`config.mk`:
```
export PLATFORM = sky130hd
export DESIGN_NAME = cpcr_queue
export DESIGN_NICKNAME = d
export VERILOG_FILES = /design/src/sv/cpcr_pkg.sv /design/src/sv/cpcr_queue.sv
export SDC_FILE = /design/constraint.sdc
export NUM_CORES = 1
export LEC_CHECK = 0
export BUFFER_PORTS_ARGS = -buffer_cell sky130_fd_sc_hd__buf_2
export CAP_MARGIN = 20
export CELL_PAD_IN_SITES_DETAIL_PLACEMENT = 1
export CELL_PAD_IN_SITES_GLOBAL_PLACEMENT = 1
export CORE_MARGIN = 2
export CORE_UTILIZATION = 46
export CTS_CLUSTER_DIAMETER = 80
export DETAILED_ROUTE_END_ITERATION = 10
export MAX_ROUTING_LAYER = met4
export PLACE_DENSITY_LB_ADDON = 0.1
export SYNTH_ARGS = -nofsm -noshare
export SYNTH_HDL_FRONTEND = slang
export SYNTH_SLANG_ARGS = --single-unit
export TNS_END_PERCENT = 30
```
`constraint.sdc`:
```
create_clock -name clk_i -period 12.59 [get_ports clk_i]
set_clock_uncertainty 0.15 [all_clocks]
set_input_delay 0.6295 -clock clk_i [delete_from_list [all_inputs] [get_ports clk_i]]
set_output_delay 0.6295 -clock clk_i [all_outputs]
set_load 0.02 [all_outputs]
```
`src/sv/cpcr_pkg.sv`:
```
// shared constants, types and arithmetic helpers of the collision response core
// no dependencies; used by scoped names in every module but the checker
package cpcr_pkg;

  localparam int unsigned CompW    = 21;  // one Q11.10 component
  localparam int unsigned VecW     = 63;  // packed x,y,z
  localparam int unsigned EW       = 10;  // summed restitution, Q1.9
  localparam int unsigned DenW     = 26;
  localparam int unsigned ProdW    = 49;
  localparam int unsigned SqSteps  = 22;  // root digits of the squared distance
  localparam int unsigned VQuoW    = 24;  // velocity quotient bits
  localparam int unsigned PQuoW    = 11;  // push quotient bits
  localparam int unsigned StSqrt0  = 1;
  localparam int unsigned StVSet   = 1;
  localparam int unsigned StVDiv0  = 2;
  localparam int unsigned StPSet   = StSqrt0 + SqSteps;
  localparam int unsigned StPDiv0  = StPSet + 1;
  localparam int unsigned NumSt    = StPDiv0 + PQuoW;
  localparam int unsigned QDepth   = 4;
  localparam int unsigned QAw      = $clog2(QDepth);

  // item handed from the front part to the back part
  typedef struct packed {
    logic                   contact;
    logic                   dyn_a;
    logic                   dyn_b;
    logic [VecW-1:0]        pa;
    logic [VecW-1:0]        pb;
    logic [VecW-1:0]        va;
    logic [VecW-1:0]        vb;
    logic [2:0][21:0]       sub;
    logic [43:0]            d2;
    logic [EW-1:0]          e_sum;
    logic [27:0]            k1;
    logic [26:0]            k2;
    logic [DenW-1:0]        den;
  } front_item_t;

  // one back pipeline stage
  typedef struct packed {
    logic                   contact;
    logic                   dyn_a;
    logic                   dyn_b;
    logic [VecW-1:0]        pa;
    logic [VecW-1:0]        pb;
    logic [VecW-1:0]        va;
    logic [VecW-1:0]        vb;
    logic [2:0][21:0]       sub;
    logic [DenW-1:0]        den;
    logic [2:0][ProdW-1:0]  pr_a;
    logic [2:0][ProdW-1:0]  pr_b;
    logic [2:0][23:0]       ev;
    logic [2:0]             vneg;
    logic [2:0][ProdW-1:0]  vmag;
    logic [2:0][26:0]       vrem;
    logic [2:0][VQuoW-1:0]  vquo;
    logic [44:0]            sq_v;
    logic [44:0]            sq_r;
    logic [2:0]             pneg;
    logic [2:0][32:0]       pnum;
    logic [2:0][22:0]       prem;
    logic [2:0][PQuoW-1:0]  pquo;
  } back_t;

  function automatic logic signed [CompW-1:0] comp(input logic [VecW-1:0] p,
                                                   input int unsigned k);
    return p[CompW*k +: CompW];
  endfunction

  function automatic logic [CompW-1:0] sat21(input logic signed [25:0] v);
    if (v > 26'sd1048575) return 21'h0FFFFF;
    if (v < -26'sd1048576) return 21'h100000;
    return v[CompW-1:0];
  endfunction

  // divide by 512, nearest, ties away from zero
  function automatic logic signed [23:0] rnd512(input logic signed [32:0] x);
    logic [32:0] m;
    logic [32:0] q;
    m = x[32] ? 33'(-x) : 33'(x);
    q = (m + 33'd256) >> 9;
    return x[32] ? -24'(q) : 24'(q);
  endfunction

endpackage

```
`src/sv/cpcr_queue.sv`:
```
// short queue between the front and back parts
// depends on cpcr_pkg
module cpcr_queue (
  input  logic                  clk_i,
  input  logic                  rst_ni,
  input  logic                  push_valid_i,
  output logic                  push_ready_o,
  input  cpcr_pkg::front_item_t push_item_i,
  output logic                  pop_valid_o,
  input  logic                  pop_ready_i,
  output cpcr_pkg::front_item_t pop_item_o
);

  cpcr_pkg::front_item_t        mem_q [cpcr_pkg::QDepth];
  logic [cpcr_pkg::QAw-1:0]     wr_q, rd_q;
  logic [cpcr_pkg::QAw:0]       cnt_q;
  logic                         do_push, do_pop;

  assign push_ready_o = cnt_q != (cpcr_pkg::QAw + 1)'(cpcr_pkg::QDepth);
  assign pop_valid_o  = cnt_q != '0;
  assign pop_item_o   = mem_q[rd_q];
  assign do_push      = push_valid_i && push_ready_o;
  assign do_pop       = pop_valid_o && pop_ready_i;

  // pointers and fill count
  always_ff @(posedge clk_i or negedge rst_ni) begin
    if (!rst_ni) begin
      wr_q  <= '0;
      rd_q  <= '0;
      cnt_q <= '0;
    end else begin
      if (do_push) wr_q <= wr_q + 1'b1;
      if (do_pop) rd_q <= rd_q + 1'b1;
      if (do_push && !do_pop) cnt_q <= cnt_q + 1'b1;
      else if (!do_push && do_pop) cnt_q <= cnt_q - 1'b1;
    end
  end

  // entry storage
  always_ff @(posedge clk_i) begin
    if (do_push) mem_q[wr_q] <= push_item_i;
  end

endmodule

```
# Word level (Yosys, flattened, before mapping)
# Memories as Yosys holds them, arrays and structs flattened.
# Index checks and enable logic that the tools add are counted.
# word_totals
regBits	7
ram_bits	1824
input_bits	460
output_inout_bits	458
elab_cells	21
n_memories	1
# classes
addsub	4
n_eq_ne	1
n_mux	4
n_reduce_logical	8
# mem_list
name	words	width	rd	rd_ports_with_merged_regs	wr	line_no	rtl
mem_q	4	456	1	0	1	cpcr_queue.sv:14	cpcr_pkg::front_item_t mem_q [cpcr_pkg::QDepth];
# ops
operator	n
3-bit 2-to-1 mux	2
2-bit by 1-bit adder with 2-bit output (second input constant)	2
1-bit logical AND	4
3-bit by 1-bit adder with 3-bit output (second input constant)	1
3-bit inequality test (second input constant)	1
3-bit nonzero test	1
3-bit by 1-bit subtractor with 3-bit output (second input constant)	1
1-bit logical NOT	2
1-bit 2-to-1 mux	2
2-bit nonzero test	1

# Longest topological paths before layout
# Gate-level depths: netlist of run 1.
# logic_depth
depth_word	6
ltp_mapped	8
ltp_nobuf	8

# Least setup slack after synthesis of run 1
# Ideal clock, no wire load.
# synth_timing
path_kind	input to register
startpoint	input port push_valid_i
endpoint	memory mem_q[2][0] (netlist name), enable pin
setup_time_ns	0.879
t_arrival_ns	11.235
required_ns	11.561
slack_ns	0.326
cell_stages	2
path_buffers	0
cell_sequence	a21boi_2 -> and2_1
# synth_via
elab_chain_len	3
# synth_rtl
item	line_no	rtl
start, declared	cpcr_queue.sv:6	input logic push_valid_i,
1-bit logical AND	cpcr_queue.sv:22	assign do_push = push_valid_i && push_ready_o;
1-bit 2-to-1 mux	cpcr_queue.sv:41	if (do_push) mem_q[wr_q] <= push_item_i;
1-bit 2-to-1 mux (not written as such)	cpcr_queue.sv:41	
end, declared	cpcr_queue.sv:14	
# No other way between the ends.

==> results of run 1 <==
final timing paths:
kind	startpoint	to	slack, ns	cells after the start
max in group asynchronous	rst_ni	rd_q[1]$_DFFE_PN0P_	11.98	2
min reg2reg	cnt_q[2]$_DFFE_PN0P_	cnt_q[2]$_DFFE_PN0P_	0.40	1
min in group clk_i	push_valid_i	wr_q[0]$_DFFE_PN0P_	0.14	3
max	rd_q[1]$_DFFE_PN0P_	pop_item_o[82]	6.97	5
max reg2reg	cnt_q[1]$_DFFE_PN0P_	mem_q[3][187]$_DFFE_PP_	8.47	5
min	rst_ni	cnt_q[2]$_DFFE_PN0P_	0.09	2
metal layers:
metal / track usage, % / share of wire [%] / up-vias
met5: - / 0 / -
met1: 27.50 / 37 / 17050
met3: 8.336 / 8.7 / 275
li1: - / - / 13680
met2: 37.41 / 50 / 1126
met4: 9.158 / 4.1 / 0
final cells by class:
class / count / area share [%]
multi-input combinational: 481 / 12.60
sequential: 1831 / 65.97
inverter: 3 / 0.01352
timing repair buffer: 1410 / 11.50
clock buffer: 239 / 5.903
tap: 1903 / 2.858
clock inverter: 99 / 0.9658
antenna: 60 / 0.1802
kinds of logic (layout without fill, tap and decap cells):
| group | Yosys count | after routing |
|---|---|---|
| mux | 458 | 458 |
| xor+xnor | 6 | 6 |
| simple gates | 10 | 10 |
| flops | 1831 | 1831 |
| buf+inv | 105 | 1751 |
| compound gates | 1 | 1 |
| other cells | 0 | 60 |
| fa+ha+maj | 6 | 6 |
registers in the layout, summed over array words and instances, names as in the netlist:
name and cells:
mem_q 1824, rd_q 2, wr_q 2, cnt_q 3
Yosys cell counts, drive strengths merged:
cell / count / area [sq um]
nor2: 2 / 7.510
and2: 4 / 25.02
a21boi: 1 / 11.26
fa: 1 / 20.02
mux2: 2 / 22.52
or3: 1 / 6.260
dfrtp: 7 / 175.2
xnor2: 4 / 35.03
nand3: 1 / 5.000
buf: 97 / 845.8
ha: 5 / 62.56
nand2: 2 / 7.510
edfxtp: 1824 / 54770
inv: 3 / 11.26
xor2: 2 / 17.52
mux4: 456 / 10270
clkbuf: 5 / 18.77
report_power, final:
group | switching (uW) | leakage (uW) | internal (uW)
combinational | 4180 | 0.00876 | 2440
sequential | 322 | 0.0168 | 8070
clock | 2270 | 0.00281 | 2930
total | 6770 | 0.0284 | 13400
worst max-delay path, stage by stage (launching register included):
cell and delay, ns:
dfrtp_4 0.77, buf_4 0.90, buf_4 0.73, buf_4 0.81
mux4_2 0.46, buf_2 0.19
metrics by stage:
step | utilization [%] | cell area [sq um] | worst slack [ns] | cells | hold slack (ns)
finish | 58.13 | 83300 | 6.973 | 6026 | 0.08763
global route | 58.11 | 83280 | 6.729 | 6018 | 0.07042
CTS | 57.99 | 83100 | 6.844 | 5964 | 0.02233
detailed placement | 50.80 | 72800 | 7.716 | 5168 | 0.3317
global placement | 50.80 | 72800 | 7.743 | 5168 | 0.3295
floorplan | - | 66310 | 0.3258 | 2417 | 0.1839
timing repair:
item                                   4_1_cts  5_1_grt
gates resized for setup                      0        0
endpoints found under the hold margin     1833        0
hold buffers                               458        0
==> out/results.txt, run 1 <==
Final Hold Vio Count = 0
CTS Buffer Depth = 3
Crit end category = output pin
Hold Crit Class = input pin to asynchronous set/reset pin
Critical path class = flip-flop to output pin
Total GRT Usage = 23.52%
Final worst path period need = 5.617 ns
PortBufs = 917
Commonest cells after routing, fill and taps aside = edfxtp_1, buf_2, dlygate4sd3_1
Period utilization = 44.62%
YS warnings = 0
# Post-CTS Setup Buffers = 0
Pin count of the biggest net entering global routing = 141
Drt wl/cell = 27.81 um
Status = complete, no violations
Synth-to-Final Area Change = 25.62%
Via count = 32130
Power Density = 242.5 nW/um^2
Max Freq = 0.1780 GHz
PnR Total Power = 20200 uW
H-tree levels = 4
1st-iter DRT viols = 2217
Routed wire length = 167.6 mm
Largest family of logic cells by synthesized area = multiplexers
Row Count = 139
CP Max Fanout = 68
Register bit total from synthesis = 1831
RSZ-0062 raised after global routing = false
CTS root buffer = clkbuf_16
I/O pins = 918
Register area = 54960 sq um
Layout Nets = 4379
Drc violations = 0
Area of the multi-input gates = 10500 sq um
Critical Path RT = 11.81 ns
Number of nets with antenna violations after routing = 0
Routability cong. = 0.8011
Mean post-synth cell area = 27.44 sq um
Lkg Pwr = 0.02835 uW
Die ar. = 147200 sq um
Post-synth cell types = 20
Die width = 383.7 um
Num CTS Buffers = 186
Relative slew margins = 22.70%
Final setup viols = 0
Critical path data arrival time = 4.84 ns
Element type at the critical path start = flip-flop
CTS Sinks = 1831
Synthesized area = 66310 sq um
Sequential-to-total area share from yosys stat = 82.86%
Initial antenna violation count = 58
Synth Area in XOR/XNOR = 0.07925%
Actual slew at the worst max-slew pin = 1.160 ns
Post-synthesis simple-gate area fraction = 0.07736%
Commonest non-fill, non-tap cell in the layout = edfxtp_1
Max Cap Viol = 0
Syn nets = 2883
Vias in the first global route = 35240
Compound-gate portion of the synthesized area = 0.01698%
Layout cells sized above 1 = 41.10%
VDD IR max = 0.1841 mV
DR vias/cell = 5.332
CTS tree = built
First-pass GRT wire length = 243.5 mm
Worst-path clk slew = 0.06 ns
Starting density of the core = 46.27%
DP HPWL = 105.4 mm
Pre-Repair DR Iteration Count = 5
Core box area = 143300 sq um
Latest clock arrival within the worst-skew pair = 0.81 ns
Adder-cell area share of the yosys netlist = 0.1245%
Mux contribution to synthesized area = 15.52%
Setup tns final = 0 ns
Die Ht = 383.7 um
Synth Instances = 2417
Final max-slew violation count = 0
Number of fill cells = 12220
Total gr overflow = 0
Note: power is estimated with default switching activity, not from simulation.
==> run 2, diff against run 1 <==
- clock period: 12.59 -> 4.9 ns (I/O delays scaled with it)
==> run 2 against run 1 <==
  * Via count increased by 1.7%
  * First-iteration DRC count down 3.5%
  * Clock power increased to 2.6 times the previous value
  * Non-clock buffer count increased by 157
==> out/results.txt, run 2 (synthesis results as in run 1) <==
H-tree levels = 4 (unchanged)
Die width = 383.7 um (unchanged)
Routability cong. = 0.7838 (was 0.8011)
CTS Sinks = 1831 (unchanged)
CTS Buffer Depth = 3 (unchanged)
PortBufs = 917 (unchanged)
Number of nets with antenna violations after routing = 0 (unchanged)
Slowest CP cell = dfrtp_4 (was buf_4)
CTS root buffer = clkbuf_16 (unchanged)
Actual slew at the worst max-slew pin = 0.9888 ns (was 1.160 ns)
Number of cells upsized or downsized after cts = 0 (unchanged)
Pin count of the biggest net entering global routing = 102 (was 141)
Die Ht = 383.7 um (unchanged)
Final worst path period need = 3.581 ns
1st-iter DRT viols = 2139 (was 2217)
Commonest cells after routing, fill and taps aside = edfxtp_1, buf_2, dlygate4sd3_1 (unchanged)
Hold Path End = mem_q[0][210]$_DFFE_PP_
Final max-slew violation count = 0 (unchanged)
Layout Nets = 4538 (was 4379)
Hold Crit Class = input pin to flip-flop (was input pin to asynchronous set/reset pin)
Drc violations = 0 (unchanged)
Max Cap Viol = 0 (unchanged)
Lkg Pwr = 0.02923 uW (was 0.02835 uW)
RSZ-0062 raised after global routing = false (unchanged)
DP HPWL = 107.5 mm (was 105.4 mm)
Routed wire length = 168.5 mm (was 167.6 mm)
Num CTS Buffers = 188 (was 186)
Latest clock arrival within the worst-skew pair = 0.79 ns (was 0.81 ns)
Synth-to-Final Area Change = 28.60% (was 25.62%)
Setup tns final = 0 ns (unchanged)
CTS Hold Bufs = 578 (was 458)
Critical path data arrival time = 3.19 ns (was 4.84 ns)
Routing usage on met2 = 39.14% (was 37.41%)
Pre-Repair DR Iteration Count = 8 (was 5)
Worst-path clk slew = 0.06 ns (about the same)
Layout cells sized above 1 = 40.46% (was 41.10%)
Initial antenna violation count = 39 (was 58)
# Post-CTS Setup Buffers = 0 (unchanged)
First-pass GRT wire length = 246.3 mm (was 243.5 mm)
Starting density of the core = 46.27% (unchanged)
Max FFs per register = 1824 (unchanged)
Max Freq = 0.2793 GHz
Worst r2r src = cnt_q[0]$_DFFE_PN0P_ (was cnt_q[1]$_DFFE_PN0P_)
Critical path class = flip-flop to output pin (unchanged)
Commonest non-fill, non-tap cell in the layout = edfxtp_1 (unchanged)
DR vias/cell = 5.293 (was 5.332)
CTS tree = built (unchanged)
R2r endpoint = mem_q[2][350]$_DFFE_PP_ (was mem_q[3][187]$_DFFE_PP_)
CP Max Fanout = 30 (was 68)
Critical Path RT = 4.51 ns (was 11.81 ns)
Hold path start = push_item_i[210]
Total gr overflow = 0 (unchanged)
Die ar. = 147200 sq um (unchanged)
Element type at the critical path start = flip-flop (unchanged)
Slowest stage delay, CP = 0.90 ns (about the same)
Relative slew margins = 34.08% (was 22.70%)
Global routing's busiest layer = met2 (unchanged)
Total GRT Usage = 23.68% (was 23.52%)
Power Density = 618.0 nW/um^2 (was 242.5 nW/um^2)
Worst r2r path cells = 4 (was 5)
CP Cell Sequence = buf_12, buf_4, mux4_2, buf_2 (was buf_4, buf_4, buf_4, mux4_2, buf_2)
Crit end category = output pin (unchanged)
R2r setup slk = 2.08 ns (was 8.47 ns)
Biggest regs = mem_q (1824), cnt_q (3) (unchanged)
Met3 GRT Util = 6.734% (was 8.336%)
Period utilization = 73.07%
Final setup viols = 0 (unchanged)
Drt wl/cell = 27.30 um (was 27.81 um)
Min-Delay Path Depth = 2
Vias in the first global route = 36140 (was 35240)
VDD IR max = 0.5487 mV (was 0.1841 mV)
Final Hold Vio Count = 0 (unchanged)
Worst hold margin = 0.05666 ns (was 0.08763 ns)
Row Count = 139 (unchanged)
Status = complete, no violations (unchanged)
Met1 Usage GRT = 28.13% (was 27.50%)
I/O pins = 918 (unchanged)
Core box area = 143300 sq um (unchanged)
Most flops, register = mem_q (unchanged)
Via count = 32670 (was 32130)
## run 2: changes by cell type in the layout (fill, tap and decap cells not counted), sizes merged
cell	delta
dlygate4sd3	+120
clkinv	+9
inv	-4
clkbuf	-6
diode	-16
buf	+37
clkinvlp	+2
bufinv	+5
## run 2: worst max path at each step
stage	startpoint	endpoint	slack, ns	cells after the start
3_3_place_gp	rd_q[0]$_DFFE_PN0P_	pop_item_o[373]	2.07	4
5_1_grt	rd_q[0]$_DFFE_PN0P_	pop_item_o[7]	1.09	4
2_1_floorplan	cnt_q[0]$_DFFE_PN0P_	mem_q[0][0]$_DFFE_PP_	-2.06	3
4_1_cts	rd_q[0]$_DFFE_PN0P_	pop_item_o[7]	1.14	4
3_5_place_dp	rd_q[0]$_DFFE_PN0P_	pop_item_o[7]	2.04	4
6_report	rd_q[0]$_DFFE_PN0P_	pop_item_o[7]	1.32	4
## run 2: per-stage QoR
stage / total power (uW) / worst slack (ns) / utilization (%) / cells / instance area (sq um)
floorplan: 33410 / -2.059 / - / 2417 / 66320
global placement: 38860 / 2.071 / 51.25 / 5207 / 73440
detailed placement: 39190 / 2.039 / 51.25 / 5207 / 73440
CTS: 53390 / 1.139 / 59.43 / 6129 / 85170
global route: 54760 / 1.092 / 59.49 / 6165 / 85260
finish: 52700 / 1.319 / 59.51 / 6173 / 85280
## run 2: cell type report
type / instances / area, sq um
well taps: 1903 / 2381
inverters: 3 / 11.26
repair buffers: 1567 / 11380
diodes: 44 / 110.1
clock inverters: 111 / 974.7
clock buffers: 233 / 4969
flip-flops and latches: 1831 / 54960
fillers: 12170 / 58030
multi-input cells: 481 / 10500
## run 2: power breakdown
part / total, uW / leakage [uW] / switching (uW) / internal (uW)
clock network: 13700 / 0.00290 / 5850 / 7880
registers: 21500 / 0.0168 / 821 / 20700
logic: 17500 / 0.00954 / 10900 / 6640
total: 52700 / 0.0292 / 17500 / 35200
## run 2: metal layers
metal | vias to the layer above | share of wire (%)
li1 | 13980 | -
met1 | 17350 | 38
met2 | 1069 | 51
met3 | 274 | 7.7
met4 | 0 | 3.2
met5 | - | 0
## run 2: critical path: cells and delay by family (launching register included)
| family | cells | cell delay [ns] |
|---|---|---|
| DFF | 1 | 0.90 |
| buffers and inverters | 3 | 0.87 |
| muxes | 1 | 0.59 |
==> run 3, diff against run 2 <==
- ABC_AREA: unset -> 1
- CORE_UTILIZATION: 46 -> 43
- clock period: 4.9 -> 3 ns (I/O delays scaled with it)
==> run 3 against run 2 <==
  * Setup slack got worse by 1.2 ns
  * Combinational power grew 120%
  * Sequential share of layout area is 7.0 points lower
==> out/results.txt, run 3 <==
Worst hold margin = 0.04755 ns (was 0.05666 ns)
Design Area, Final = 95670 sq um (was 85280 sq um)
Layout Nets = 7702 (was 4538)
I/O pins = 918 (unchanged)
Total GRT Usage = 25.14% (was 23.68%)
Synth-to-Final Area Change = 32.66% (was 28.60%)
Element type at the critical path start = flip-flop (unchanged)
Starting density of the core = 43.22% (was 46.27%)
Final worst path period need = 2.912 ns
R2r setup slk = 0.84 ns (was 2.08 ns)
Drc violations = 0 (unchanged)
Worst r2r src = cnt_q[1]$_DFFE_PN0P_ (was cnt_q[0]$_DFFE_PN0P_)
Final Hold Vio Count = 0 (unchanged)
Critical path class = flip-flop to output pin (unchanged)
Post-synth EDFFs = 1824 (unchanged)
Pre-Repair DR Iteration Count = 7 (was 8)
Number of fill cells = 16820 (was 12170)
Lkg Pwr = 0.03830 uW (was 0.02923 uW)
YS warnings = 0 (unchanged)
Async SR Flop Fraction = 0.3823% (unchanged)
Top-count cell post-synth = edfxtp_1 (unchanged)
Reg power frac = 36.2% (was 40.8%)
Routed wire length = 215.8 mm (was 168.5 mm)
Final max-slew violation count = 0 (unchanged)
Area share of the largest cell type after synthesis = 75.95% (was 82.60%)
CTS Buffer Depth = 3 (unchanged)
Placed inst area = 79710 sq um (was 73440 sq um)
Top cells by area, synth = edfxtp_1, o211ai_1, nand2_1 (was edfxtp_1, mux4_2, buf_6)
Psw = 37760 uW (was 17520 uW)
H-tree levels = 4 (unchanged)
Die width = 413.5 um (was 383.7 um)
Commonest cells after routing, fill and taps aside = edfxtp_1, nand2_1, inv_1 (was edfxtp_1, buf_2, dlygate4sd3_1)
CP endpoint = pop_item_o[174] (was pop_item_o[7])
Sequential-to-total area share from yosys stat = 76.19% (was 82.86%)
Crit end category = output pin (unchanged)
Switching Fraction = 39.56% (was 33.25%)
Layout cells sized above 1 = 17.88% (was 40.46%)
Synthesized area = 72120 sq um (was 66310 sq um)
Register bit total from synthesis = 1831 (unchanged)
DP HPWL = 128.8 mm (was 107.5 mm)
Relative slew margins = 59.64% (was 34.08%)
Via count = 48890 (was 32670)
VDD IR max = 0.7840 mV (was 0.5487 mV)
DR vias/cell = 5.046 (was 5.293)
Worst r2r path cells = 6 (was 4)
Num CTS Buffers = 193 (was 188)
Worst-path clk slew = 0.05 ns (was 0.06 ns)
CP Max Fanout = 20 (was 30)
Area leader, netlist = edfxtp_1 (unchanged)
Synth Instances = 5379 (was 2417)
Post-route insts no fill = 9688 (was 6173)
Final setup viols = 0 (unchanged)
Initial antenna violation count = 84 (was 39)
CTS Sinks = 1831 (unchanged)
Dominant synthesized flop cell = edfxtp_1 (unchanged)
Top cells by count, synth = edfxtp_1, nand2_1, inv_1, o211ai_1, buf_2 (was edfxtp_1, mux4_2, buf_2, buf_6, buf_8)
Total gr overflow = 0 (unchanged)
Commonest non-fill, non-tap cell in the layout = edfxtp_1 (unchanged)
Max FFs per register = 1824 (unchanged)
Inst Count DP = 8312 (was 5207)
Gate power share = 39.8% (was 33.2%)
Max Freq = 0.3434 GHz
Die ar. = 171000 sq um (was 147200 sq um)
Pin count of the biggest net entering global routing = 112 (was 102)
Latest clock arrival within the worst-skew pair = 0.82 ns (was 0.79 ns)
Final Util = 57.34% (was 59.51%)
First-pass GRT wire length = 312.7 mm (was 246.3 mm)
Post-synth cell types = 18 (was 20)
R2r endpoint = mem_q[0][323]$_DFFE_PP_ (was mem_q[2][350]$_DFFE_PP_)
Clk pwr share = 23.9% (was 26.1%)
RSZ-0062 raised after global routing = true (was false)
Setup WS pre-CTS = 0.6444 ns (was 2.039 ns)
Biggest regs = mem_q (1824), cnt_q (3) (unchanged)
Worst setup margin = 0.08836 ns (was 1.319 ns)
Internal power = 57700 uW (was 35180 uW)
Critical path data arrival time = 2.61 ns (was 3.19 ns)
Critical Path RT = 2.70 ns (was 4.51 ns)
CTS root buffer = clkbuf_16 (unchanged)
Drt wl/cell = 22.28 um (was 27.30 um)
Number of nets with antenna violations after routing = 0 (unchanged)
Power Density = 997.8 nW/um^2 (was 618.0 nW/um^2)
Routability cong. = 0.8292 (was 0.7838)
Mean post-synth cell area = 13.41 sq um (was 27.44 sq um)
CTS tree = built (unchanged)
Most flops, register = mem_q (unchanged)
Syn nets = 5845 (was 2883)
Die Ht = 413.5 um (was 383.7 um)
Max Cap Viol = 0 (unchanged)
Status = complete, no violations (unchanged)
PortBufs = 917 (unchanged)
1st-iter DRT viols = 2869 (was 2139)
Core box area = 166800 sq um (was 143300 sq um)
Crit path launch = rd_q[0]$_DFFE_PN0P_ (unchanged)
Hold Crit Class = input pin to flip-flop (unchanged)
Row Count = 150 (was 139)
Vias in the first global route = 50680 (was 36140)
Actual slew at the worst max-slew pin = 0.6053 ns (was 0.9888 ns)
Period utilization = 97.05%
## run 3: how the worst min path moves through the flow
stage	startpoint	endpoint	slack, ns	cells past startpoint
after floorplan	rst_ni	cnt_q[0]$_DFFE_PN0P_	-0.30	0
after global placement	rst_ni	rd_q[1]$_DFFE_PN0P_	-0.14	1
after detailed placement	rst_ni	rd_q[1]$_DFFE_PN0P_	-0.14	1
after CTS	push_item_i[219]	mem_q[0][219]$_DFFE_PP_	0.001	2
after global routing	push_item_i[76]	mem_q[3][76]$_DFFE_PP_	0.01	2
final	push_item_i[76]	mem_q[0][76]$_DFFE_PP_	0.05	2
## run 3: kinds of logic (layout without fill, tap and decap cells)
kind of cell	after synthesis	count (layout)	synth area share, %
AO/OA/AOI/OAI	913	913	9.501
XOR/XNOR	1	1	0.01215
adder cells (fa/ha/maj)	6	6	0.1145
buffers and inverters	1231	3253	6.895
flip-flops	1831	1831	76.19
other	0	83	0
AND/OR/NAND/NOR	1397	1397	7.287
## run 3: timing repair
action                      CTS  global route
setup endpoints to repair   384            96
cloned                        9             4
resized for setup            30            14
hold buffers                910             0
pin swaps                     1             0
hold endpoints to repair   1893             0
setup buffers                10             0
## run 3: cell type report
type / instances / area (sq um) / share of cell area, %
multi-input cells: 2317 / 12270 / 12.82
clock buffers: 249 / 5167 / 5.401
flip-flops and latches: 1831 / 54950 / 57.44
repair inverters: 2 / 20.02 / 0.02092
well taps: 2204 / 2758 / 2.882
repair buffers: 1963 / 15960 / 16.68
diodes: 83 / 207.7 / 0.2171
inverters: 928 / 3536 / 3.696
clock inverters: 111 / 803.3 / 0.8396
## run 3: worst max-delay path, cell delays in order, from the launching register on
cell	delay, ns
dfrtp_2	0.42
bufinv_16	0.27
buf_12	0.14
buf_16	0.18
buf_4	0.26
nand2_1	0.09
o211ai_1	0.11
nand2_1	0.12
buf_2	0.17
## run 3: per-stage QoR
stage                     power (uW)  TNS [ns]
after floorplan                56840  -9136.09
after global placement         70090         0
after detailed placement       70750         0
after CTS                      95650  -0.01737
after global routing          100200   -0.5589
final                          95460         0
## run 3: power by group through the flow
stage                     logic, uW  registers [uW]  clock network [uW]
after floorplan               21100           35800                   0
after global placement        35100           34900                   0
after detailed placement      35600           35100                   0
after CTS                     37900           34600               23200
after global routing          41000           34900               24200
final                         38000           34600               22800
## run 3: layer usage
metal / global-route usage (%) / share of wire (%) / up-vias
li1: - / - / 22750
met1: 28.63 / 39 / 24390
met2: 41.55 / 50 / 1240
met3: 5.229 / 5.1 / 500
met4: 13.76 / 6.0 / 0
met5: - / 0 / -
